===== src/sv/sas_pkg.sv =====
// sas_pkg: shared types, constants and lookup functions for the sequence
// alphabet sanitizer. No dependencies.
package sas_pkg;

  // alphabet selector codes
  localparam logic [1:0] MODE_DNA     = 2'd1;
  localparam logic [1:0] MODE_RNA     = 2'd2;
  localparam logic [1:0] MODE_RESET   = MODE_DNA;

  // register indexes on the configuration port
  typedef enum logic [1:0] {
    REG_ALPHABET_MODE   = 2'd0,
    REG_REPLACE_CHAR    = 2'd1,
    REG_FAIL_ON_INVALID = 2'd2,
    REG_UNUSED          = 2'd3
  } cfg_idx_t;

  // character constants
  localparam logic [7:0] CH_UPPER_U = 8'h55;  // 'U'
  localparam logic [7:0] CH_UPPER_T = 8'h54;  // 'T'
  localparam logic [7:0] CH_UPPER_J = 8'h4A;  // 'J'
  localparam logic [7:0] CH_LOWER_J = 8'h6A;  // 'j'
  localparam logic [7:0] CH_LOWER_A = 8'h61;  // 'a'
  localparam logic [7:0] CH_LOWER_Z = 8'h7A;  // 'z'
  localparam logic [7:0] CH_DASH    = 8'h2D;  // '-'
  localparam logic [7:0] CH_PLUS    = 8'h2B;  // '+'
  localparam logic [7:0] CH_DOT     = 8'h2E;  // '.'
  localparam logic [7:0] CH_STAR    = 8'h2A;  // '*'
  localparam logic [7:0] CASE_DELTA = 8'd32;

  // live configuration
  typedef struct packed {
    logic [1:0] alphabet_mode;
    logic [7:0] replace_char;
    logic       fail_on_invalid;
  } cfg_t;

  // fold lowercase ascii letters to uppercase
  function automatic logic [7:0] fold_upper(input logic [7:0] c);
    logic [7:0] r;
    r = c;
    if (c >= CH_LOWER_A && c <= CH_LOWER_Z) begin
      r = c - CASE_DELTA;
    end
    return r;
  endfunction

  // iupac nucleotide letters shared by dna and rna (no t/u)
  function automatic logic is_nuc_common(input logic [7:0] up);
    return up inside {"A", "C", "G", "N", "M", "R", "W", "S", "Y", "K",
                      "V", "H", "D", "B"};
  endfunction

  // protein one-letter codes, uppercase
  function automatic logic is_aa_upper(input logic [7:0] up);
    return up inside {"A", "R", "N", "D", "C", "Q", "E", "G", "H", "I",
                      "L", "K", "M", "F", "P", "S", "T", "W", "Y", "V",
                      "U", "O", "B", "Z", "X"};
  endfunction

  // gap and marker symbols valid in every alphabet
  function automatic logic is_gap_mark(input logic [7:0] c);
    return c inside {CH_DASH, CH_PLUS, CH_DOT};
  endfunction

endpackage


===== src/sv/sas_cfg_regs.sv =====
// sas_cfg_regs: configuration register file for the alphabet sanitizer.
// Depends on sas_pkg.
module sas_cfg_regs import sas_pkg::*; (
  input  logic       clk,
  input  logic       rst_n,
  input  logic       cfg_wr_en,
  input  logic [1:0] cfg_index,
  input  logic [7:0] cfg_data,
  output cfg_t       cfg
);

  cfg_t cfg_r;
  cfg_t cfg_nxt;

  // decode the write
  always_comb begin
    cfg_nxt = cfg_r;
    if (cfg_wr_en) begin
      case (cfg_idx_t'(cfg_index))
        REG_ALPHABET_MODE:   cfg_nxt.alphabet_mode   = cfg_data[1:0];
        REG_REPLACE_CHAR:    cfg_nxt.replace_char    = cfg_data;
        REG_FAIL_ON_INVALID: cfg_nxt.fail_on_invalid = cfg_data[0];
        default:             cfg_nxt = cfg_r;
      endcase
    end
  end

  always_ff @(posedge clk) begin
    if (!rst_n) begin
      cfg_r.alphabet_mode   <= MODE_RESET;
      cfg_r.replace_char    <= '0;
      cfg_r.fail_on_invalid <= 1'b0;
    end else begin
      cfg_r <= cfg_nxt;
    end
  end

  assign cfg = cfg_r;

endmodule


===== src/sv/sas_classify.sv =====
// sas_classify: combinational check of one character against the selected
// alphabet, with conversion, replacement and error flag. Depends on sas_pkg.
module sas_classify import sas_pkg::*; (
  input  cfg_t       cfg,
  input  logic [7:0] char_in,
  output logic [7:0] char_out,
  output logic       kept,
  output logic       invalid_error
);

  logic [7:0] up;
  logic [7:0] keep_ch;
  logic [7:0] conv_ch;
  logic       is_nuc_mode;
  logic       valid_ch;
  logic [7:0] res_ch;

  assign up          = fold_upper(char_in);
  assign is_nuc_mode = (cfg.alphabet_mode == MODE_DNA) || (cfg.alphabet_mode == MODE_RNA);
  assign keep_ch     = (cfg.alphabet_mode == MODE_DNA) ? CH_UPPER_T : CH_UPPER_U;
  assign conv_ch     = (cfg.alphabet_mode == MODE_DNA) ? CH_UPPER_U : CH_UPPER_T;

  // alphabet lookup
  always_comb begin
    valid_ch = 1'b0;
    res_ch   = char_in;
    if (is_nuc_mode) begin
      if (up == conv_ch) begin
        valid_ch = 1'b1;
        res_ch   = keep_ch;
      end else if (is_gap_mark(char_in) || up == keep_ch || is_nuc_common(up)) begin
        valid_ch = 1'b1;
      end
    end else begin
      // protein: lowercase j folds, uppercase J does not pass
      if (is_gap_mark(char_in) || char_in == CH_STAR) begin
        valid_ch = 1'b1;
      end else if (char_in == CH_LOWER_J) begin
        valid_ch = 1'b1;
        res_ch   = CH_UPPER_J;
      end else if (is_aa_upper(up)) begin
        valid_ch = 1'b1;
        res_ch   = up;
      end
    end
  end

  // invalid handling: fail, then replace, then drop
  always_comb begin
    char_out      = '0;
    kept          = 1'b0;
    invalid_error = 1'b0;
    if (valid_ch) begin
      char_out = res_ch;
      kept     = 1'b1;
    end else if (cfg.fail_on_invalid) begin
      invalid_error = 1'b1;
    end else if (cfg.replace_char != '0) begin
      char_out = cfg.replace_char;
      kept     = 1'b1;
    end
  end

endmodule


===== src/sv/sequence_alphabet_sanitizer.sv =====
// sequence_alphabet_sanitizer: checks a stream of sequence characters
// against a DNA, RNA or protein alphabet, one character per transfer.
// Result path: input register, then result register. Throughput: one
// character per cycle unless out_ready stalls the output, set by the single
// lookup stage between the two registers. Reset clears the valid flags and
// loads the config registers with DNA mode, no replacement and failing off.
module sequence_alphabet_sanitizer import sas_pkg::*; (
  input  logic       clk,
  input  logic       rst_n,
  // configuration port
  input  logic       cfg_wr_en,
  input  logic [1:0] cfg_index,
  input  logic [7:0] cfg_data,
  // input channel
  input  logic       in_valid,
  output logic       in_ready,
  input  logic [7:0] in_char,
  input  logic       in_end_of_sequence,
  // result channel
  output logic       out_valid,
  input  logic       out_ready,
  output logic [7:0] out_char,
  output logic       out_kept,
  output logic       out_invalid_error,
  output logic       out_end_of_sequence_out
);

  cfg_t       cfg;
  logic       s1_vld_r;
  logic [7:0] s1_char_r;
  logic       s1_eos_r;
  logic       out_vld_r;
  logic [7:0] out_char_r;
  logic       out_kept_r;
  logic       out_err_r;
  logic       out_eos_r;
  logic       s1_adv;
  logic [7:0] cls_char;
  logic       cls_kept;
  logic       cls_err;

  sas_cfg_regs u_cfg (
    .clk       (clk),
    .rst_n     (rst_n),
    .cfg_wr_en (cfg_wr_en),
    .cfg_index (cfg_index),
    .cfg_data  (cfg_data),
    .cfg       (cfg)
  );

  // stage handshake: each register takes data when empty or draining
  assign s1_adv   = !out_vld_r || out_ready;
  assign in_ready = !s1_vld_r || s1_adv;

  // input register
  always_ff @(posedge clk) begin
    if (!rst_n) begin
      s1_vld_r <= 1'b0;
    end else if (in_ready) begin
      s1_vld_r <= in_valid;
    end
  end

  always_ff @(posedge clk) begin
    if (in_ready && in_valid) begin
      s1_char_r <= in_char;
      s1_eos_r  <= in_end_of_sequence;
    end
  end

  sas_classify u_cls (
    .cfg           (cfg),
    .char_in       (s1_char_r),
    .char_out      (cls_char),
    .kept          (cls_kept),
    .invalid_error (cls_err)
  );

  // result register
  always_ff @(posedge clk) begin
    if (!rst_n) begin
      out_vld_r <= 1'b0;
    end else if (s1_adv) begin
      out_vld_r <= s1_vld_r;
    end
  end

  always_ff @(posedge clk) begin
    if (s1_adv && s1_vld_r) begin
      out_char_r <= cls_char;
      out_kept_r <= cls_kept;
      out_err_r  <= cls_err;
      out_eos_r  <= s1_eos_r;
    end
  end

  assign out_valid               = out_vld_r;
  assign out_char                = out_char_r;
  assign out_kept                = out_kept_r;
  assign out_invalid_error       = out_err_r;
  assign out_end_of_sequence_out = out_eos_r;

endmodule

===== config.mk =====
export PLATFORM = sky130hd
export DESIGN_NAME = sequence_alphabet_sanitizer
export DESIGN_NICKNAME = d
export VERILOG_FILES = /design/src/sv/sas_pkg.sv /design/src/sv/sas_cfg_regs.sv /design/src/sv/sas_classify.sv /design/src/sv/sequence_alphabet_sanitizer.sv
export SDC_FILE = /design/constraint.sdc
export NUM_CORES = 1
export LEC_CHECK = 0
export ABC_CLOCK_PERIOD_IN_PS = 4000
export BUFFER_PORTS_ARGS = -buffer_cell sky130_fd_sc_hd__buf_2
export CELL_PAD_IN_SITES_DETAIL_PLACEMENT = 1
export CELL_PAD_IN_SITES_GLOBAL_PLACEMENT = 1
export CORE_UTILIZATION = 32
export DETAILED_ROUTE_END_ITERATION = 12
export PLACE_DENSITY = 0.72
export RECOVER_POWER = 100
export REMOVE_ABC_BUFFERS = 1
export SYNTH_ARGS = -nofsm -noshare
export SYNTH_HDL_FRONTEND = slang
export SYNTH_HIERARCHICAL = 1
export SYNTH_SLANG_ARGS = --single-unit
export TNS_END_PERCENT = 50

===== constraint.sdc =====
create_clock -name clk -period 4 [get_ports clk]
set_clock_uncertainty 0.2 [all_clocks]
set_input_delay 1.2 -clock clk [delete_from_list [all_inputs] [get_ports clk]]
set_output_delay 1.2 -clock clk [all_outputs]
set_load 0.005 [all_outputs]

* Yosys cells after proc, flatten, opt, wreduce, memory -nomap -nowiden
Index checks and enable logic that the tools add are counted.
** Operators by class
- $add $sub $neg :: 1
- Multiply operators :: 0
- Div/mod/pow operators :: 0
- Order comparisons :: 2
- Equal/unequal tests :: 36
- Shift-type cells :: 0
- Multiplexer cells :: 20
- Bitwise gates (word level) :: 0
- Reduce and logical (&&, ||, !) cells :: 19
** Operators by type and width (number)
- $eq A8 B7 Y1 const B :: 26
- $mux W8 :: 9
- $eq A8 B6 Y1 const B :: 4
- $reduce_bool A25 Y1 :: 1
- $eq A8 B8 Y1 :: 2
- $reduce_bool A14 Y1 :: 1
- $mux W1 :: 11
- $ge A8 B7 Y1 const B :: 1
- $le A8 B7 Y1 const B :: 1
- $reduce_bool A8 Y1 :: 1
- $sub A8 B6 Y8 const B :: 1
- $logic_or A1 B1 Y1 :: 6
- $reduce_and A2 Y1 :: 3
- $eq A2 B1 Y1 const B :: 2
- $eq A2 B2 Y1 const B :: 2
- $logic_and A1 B1 Y1 :: 3
- $reduce_bool A3 Y1 :: 1
- $logic_not A1 Y1 :: 2
- $logic_not A2 Y1 :: 1
** Storage, ports and cells
- Register bits after elaboration :: 33
- Bits in latches :: 0
- Memory bits (writable) :: 0
- ROM bits :: 0
- Input port bits :: 24
- Output and inout bits :: 13
- Word-level logic and storage cells :: 89
- Memories :: 0

* Longest topological paths before layout
- Depth in word-level cells :: 10
- Depth in mapped cells :: 8

* Hierarchy
Netlist, hierarchy kept.
** By module, submodules not included
- sequence_alphabet_sanitizer :: times used 1, cells each 29, area an instance 704.4 µm², sequential area each 640.6 µm²
- sas_classify :: times used 1, cells each 79, area an instance 598.1 µm², sequential area each 0.0 µm²
- sas_cfg_regs :: times used 1, cells each 48, area an instance 457.9 µm², sequential area each 220.2 µm²

* Worst setup path before layout
Ideal clock, no wire load.
- Kind :: in2out
- From :: in out_ready
- To :: out in_ready
- Data arrival time :: 1.335 ns
- Required time :: 2.600 ns
- Setup slack :: 1.265 ns
- Stages :: 1
- Cells stage by stage :: nand3b_4
** Between the ends
- Cells in the longest elaborated chain, start to end :: 2
** RTL lines
- start: declaration :: line sequence_alphabet_sanitizer.sv:21 : input logic out_ready,
- $logic_or A1 B1 Y1 :: line sequence_alphabet_sanitizer.sv:52 : assign s1_adv = !out_vld_r || out_ready;
- $logic_or A1 B1 Y1 :: line sequence_alphabet_sanitizer.sv:53 : assign in_ready = !s1_vld_r || s1_adv;
- end: declaration :: line sequence_alphabet_sanitizer.sv:16 : output logic in_ready,
Every way passes these cells.

* Worst setup path in the final report
- From :: reg s1_char_r[5]
- To :: reg out_char_r[1], in the netlist out_char[1] (data pin)
** Between the ends
- Cells in the longest elaborated chain, start to end :: 10
- Elaborated cells between the ends (all ways) :: 55
- Classes of those cells :: 1 x add/sub; 2 x order compare; 32 x eq/ne; 13 x mux; 7 x reduce/logical
** RTL lines
- start: declaration :: line sequence_alphabet_sanitizer.sv:30 : logic [7:0] s1_char_r;
- start signal: assignment :: line sequence_alphabet_sanitizer.sv:66 : s1_char_r <= in_char;
- $ge A8 B7 Y1 / $le A8 B7 Y1 (equally long branches) :: line sas_pkg.sv:42 : if (c >= CH_LOWER_A && c <= CH_LOWER_Z) begin
- $logic_and A1 B1 Y1 :: line sas_pkg.sv:42
- $mux W8 :: line sas_pkg.sv:42
- $eq A8 B7 Y1 (tied with other cells) :: line sas_pkg.sv:50, sas_pkg.sv:56
- $reduce_bool A25 Y1 (tied with other cells) :: line sas_pkg.sv:56 : return up inside {"A", "R", "N", "D", "C", "Q", "E", "G", "H", "I",
- $mux W8 (tied with other cells) :: line sas_classify.sv:41 : end else if (is_aa_upper(up)) begin
- $mux W8 (tied with other cells) :: line sas_classify.sv:38 : end else if (char_in == CH_LOWER_J) begin
- $mux W8 (tied with other cells) :: line sas_classify.sv:36 : if (is_gap_mark(char_in) || char_in == CH_STAR) begin
- $mux W8 / $mux W1 (equally long branches) :: line sas_classify.sv:27 : if (is_nuc_mode) begin
- $mux W8 * :: line sas_classify.sv:53 : if (valid_ch) begin
- named net cls_char[1] :: line sequence_alphabet_sanitizer.sv:38 : logic [7:0] cls_char;
- end signal: assignment :: line sequence_alphabet_sanitizer.sv:90 : out_char_r <= cls_char;
- end: declaration :: line sequence_alphabet_sanitizer.sv:33 : logic [7:0] out_char_r;
Mark *: on every way through the listed nets, which the timed path passes. The rest lies on a longest branch.
A chain may end at the register's enable or synchronous reset.

==> results.md <==
* Busiest layer in global routing: met2
* Leading cell type in the layout, fill and taps excluded: buf_2
* Logic gate share of total power at between 10% and 20%
* Core Box Area at 5200 µm²
* Clock root cell: clkbuf_8
* Path type of the worst setup path: reg2reg
* Die H at 76.2 µm
* Number of diodes at 0
* Met2 track utilization from global routing at 23.9%
* Total power divided by cell area at about 380 nW/µm²
* CTS tree: built
* Path category of the worst min-delay check: reg2reg
* Via count at 1238
* Final period util at roughly 80%
* Layout-stage area growth over the synthesis result at 12.4%
* Chip width at 76.2 µm
* Internal power of the cells at 561 µW
* Gr usage total at between 10% and 20%
* Overall power consumption at between 700 and 800 µW
* Clock network fraction of total power at around 34%
* Netlist cell types at 48
* Sinks on the clock net at 33
* Outcome: finished clean
* List of cells traversed by the critical path: inv_1, ha_1, o21ai_0, o211ai_1, nor3_1, a41oi_1, a32oi_1, mux2_4
* Via density per instance at roughly 4.7
* Peak per-stage delay on the critical path at 1030 ps
* Final critical-path required period at 3210 ps
* Number of synthesized register bits at 33
* Num CTS Buffers at 5
* DP Wirelength at ~2700 µm
* Static Leakage at a little under 0.0008 µW
* Relative slew margins at a little under a fifth
* Worst hold path stage count at 0
* Post-synthesis average cell area at between 10 and 15 µm²
* Sum of routed wire length over all layers at between 3000 and 4000 µm
* Slew at the pin with the worst max-slew slack at between 1000 and 1500 ps
* Endpoint type of the worst setup path: flop
* First-pass GRT wire length at between 6000 and 7000 µm
* Final setup violating endpoints at 0
* Worst setup path startpoint: s1_char_r[5]$_DFFE_PP_
* Yosys Warn Count at 6
* Synthesized instance count at between 150 and 200
* Number of levels the H-tree was split into at 2
* Share of final-layout standard cells stronger than drive strength 1 at a little under a quarter
* Setup total negative slack at 0 ps
* Largest fanout on the critical path at 10
* Post_cts resized at 0
* Top-level port count at 37
* Worst reg2reg path depth at 8
* Worst-path cell with the longest stage delay: a32oi_1
* Met3 GRT Util at around 3.6%
* Post-synth ARST share at 0%
* Endpoint of the worst hold path: out_end_of_sequence_out$_DFFE_PP_
* Clock Pin Slew Worst Setup and Hold Paths at about 70 ps
* Detailed Route Iter0 Violations at 63
* Worst-skew pair later-pin latency at ~280 ps
* Residual overflow from global routing at 0
* Final worst hold slack at ~220 ps
* Global-route met1 utilization at between 15 and 20%
* Maximum VDD drop at 0.197 mV
* Setup repair after global routing missed its margin: no
* Post-route DRC at 0
* DRT Pass-1 Iters at 4
* Via count of the first global-routing pass at between 1k and 1.5k
* Placer Congestion at about 0.77
* Sw Pwr at between 150 and 200 µW
* Largest net degree at the start of global routing at 22
* PortBufs at 36
* RR Startpoint: s1_char_r[5]$_DFFE_PP_
* Cell row count at 26
* Post-Syn Area at about 1800 µm²
* # Post-CTS Setup Buffers at 0
* Fin cells at around 260
* Total count of max-transition violations in the final report at 0
* Layout Nets at roughly 220
* Bufs on Longest Clock Path at 2
* Arrival time reported for the critical path endpoint at 3050 ps
* Startpoint kind of the worst setup timing path: flop
* Sequential share of the synthesized area at approximately half
* Die outline area at 5800 µm²
* HP Start: s1_eos_r$_DFFE_PP_
* Initial cell density of the core at between 30 and 40%
* Share of total power consumed by net switching at between 20 and 25%
* Prevailing post-synth register cell: edfxtp_1
* MaxCap Viol Count at 0
* Worst path required time at 3830 ps
* Fmax achieved at slightly above 300 MHz
* Detail-routed net length per standard cell at around 14 µm
* Number of hold buffers added after CTS at 0
* Post-route ant nets at 0
* Worst r2r dst: out_char[1]$_DFFE_PP_
* Count of flip-flops with a built-in enable after synthesis at 20
* Number of antenna violations at the first check in global routing at 0
* Slack of the worst reg-to-reg path at slightly below 800 ps
* Post-Place Cells at 253
* Sequential power share at 53.8%
* Final number of hold-violating endpoints at 0
* Top library cells by usage in the layout, fill and taps aside: buf_2 (28), nand2_1 (25), edfxtp_1 (20)
[power by group through the flow]
stage / clock [µW] / sequential, µW / combinational (µW)
4_1_cts: 263 / 400 / 94.3
2_1_floorplan: 0 / 403 / 60.3
3_5_place_dp: 0 / 408 / 93.7
5_1_grt: 277 / 402 / 98.2
3_3_place_gp: 0 / 408 / 91.1
6_report: 255 / 399 / 87.3
[state kept, by name, summed over array words and instances, names as in the netlist]
signal                   count
s1_char_r                    8
out_kept                     1
out_end_of_sequence_out      1
out_char                     8
s1_eos_r                     1
u_cfg/cfg                   11
out_valid                    1
s1_vld_r                     1
out_invalid_error            1
[critical path: cells and delay by family (launching register included)]
family	cells	cell delay [ps]
buffers and inverters	1	110
AND/OR/NAND/NOR	1	220
multiplexers	1	350
AO/OA/AOI/OAI	4	1410
flip-flops	1	450
adder cells (fa/ha/maj)	1	230
[cell families after synthesis]
logic type	Yosys count	share of synthesized area, %
XOR/XNOR	3	1.49
buffers and inverters	17	6.25
AND/OR/NAND/NOR	60	19.9
AO/OA/AOI/OAI	23	10.9
adder cells (fa/ha/maj)	2	1.42
flip-flops	33	48.9
multiplexers	18	11.1
[how the worst max path moves through the flow]
| stage | endpoint | slack, ps | depth (start not counted) |
|---|---|---|---|
| after floorplan | in_ready | 1270 | 1 |
| after global placement | in_ready | 1010 | 3 |
| after detailed placement | in_ready | 1000 | 3 |
| after CTS | in_ready | 1000 | 3 |
| after global routing | out_char[1]$_DFFE_PP_ | 550 | 8 |
| final | out_char[1]$_DFFE_PP_ | 790 | 8 |
[synthesized netlist by cell type, drive strengths merged (3+ instances only)]
master | count | area (µm²)
dfxtp | 13 | 260
buf | 9 | 80.1
nand2b | 6 | 37.5
mux2 | 3 | 45.0
nor3 | 3 | 25.0
and2b | 3 | 23.8
mux2i | 15 | 150
nand2 | 25 | 93.8
a21oi | 5 | 28.8
nor2b | 5 | 38.8
edfxtp | 20 | 601
nor2 | 5 | 18.8
o21ai | 3 | 15.0
inv | 8 | 30.0
[metal layers]
metal	vias up	share of wire (%)	routed length (µm)
li1	621	-	-
met1	588	44	1590
met2	24	51	1820
met3	5	3.8	138
met4	0	1.0	37
met5	-	0	0
[stage by stage]
stage / cell area [µm²] / utilization (%) / setup WS (ps)
floorplan: 1680 / - / 1270
global placement: 1950 / 37.4 / 1010
detailed placement: 1950 / 37.4 / 1000
CTS: 2040 / 39.2 / 1000
global route: 1980 / 38.0 / 547
finish: 1980 / 38.0 / 786
[final cells by class]
| type | count | area, µm² |
|---|---|---|
| clock buffers | 6 | 82.6 |
| clock inverters | 2 | 8.76 |
| fillers | 632 | 3230 |
| inverters | 8 | 30.0 |
| multi-input cells | 106 | 738 |
| flip-flops and latches | 33 | 861 |
| well taps | 70 | 87.6 |
| repair buffers | 36 | 170 |
Power figures use the tool's default switching activity.
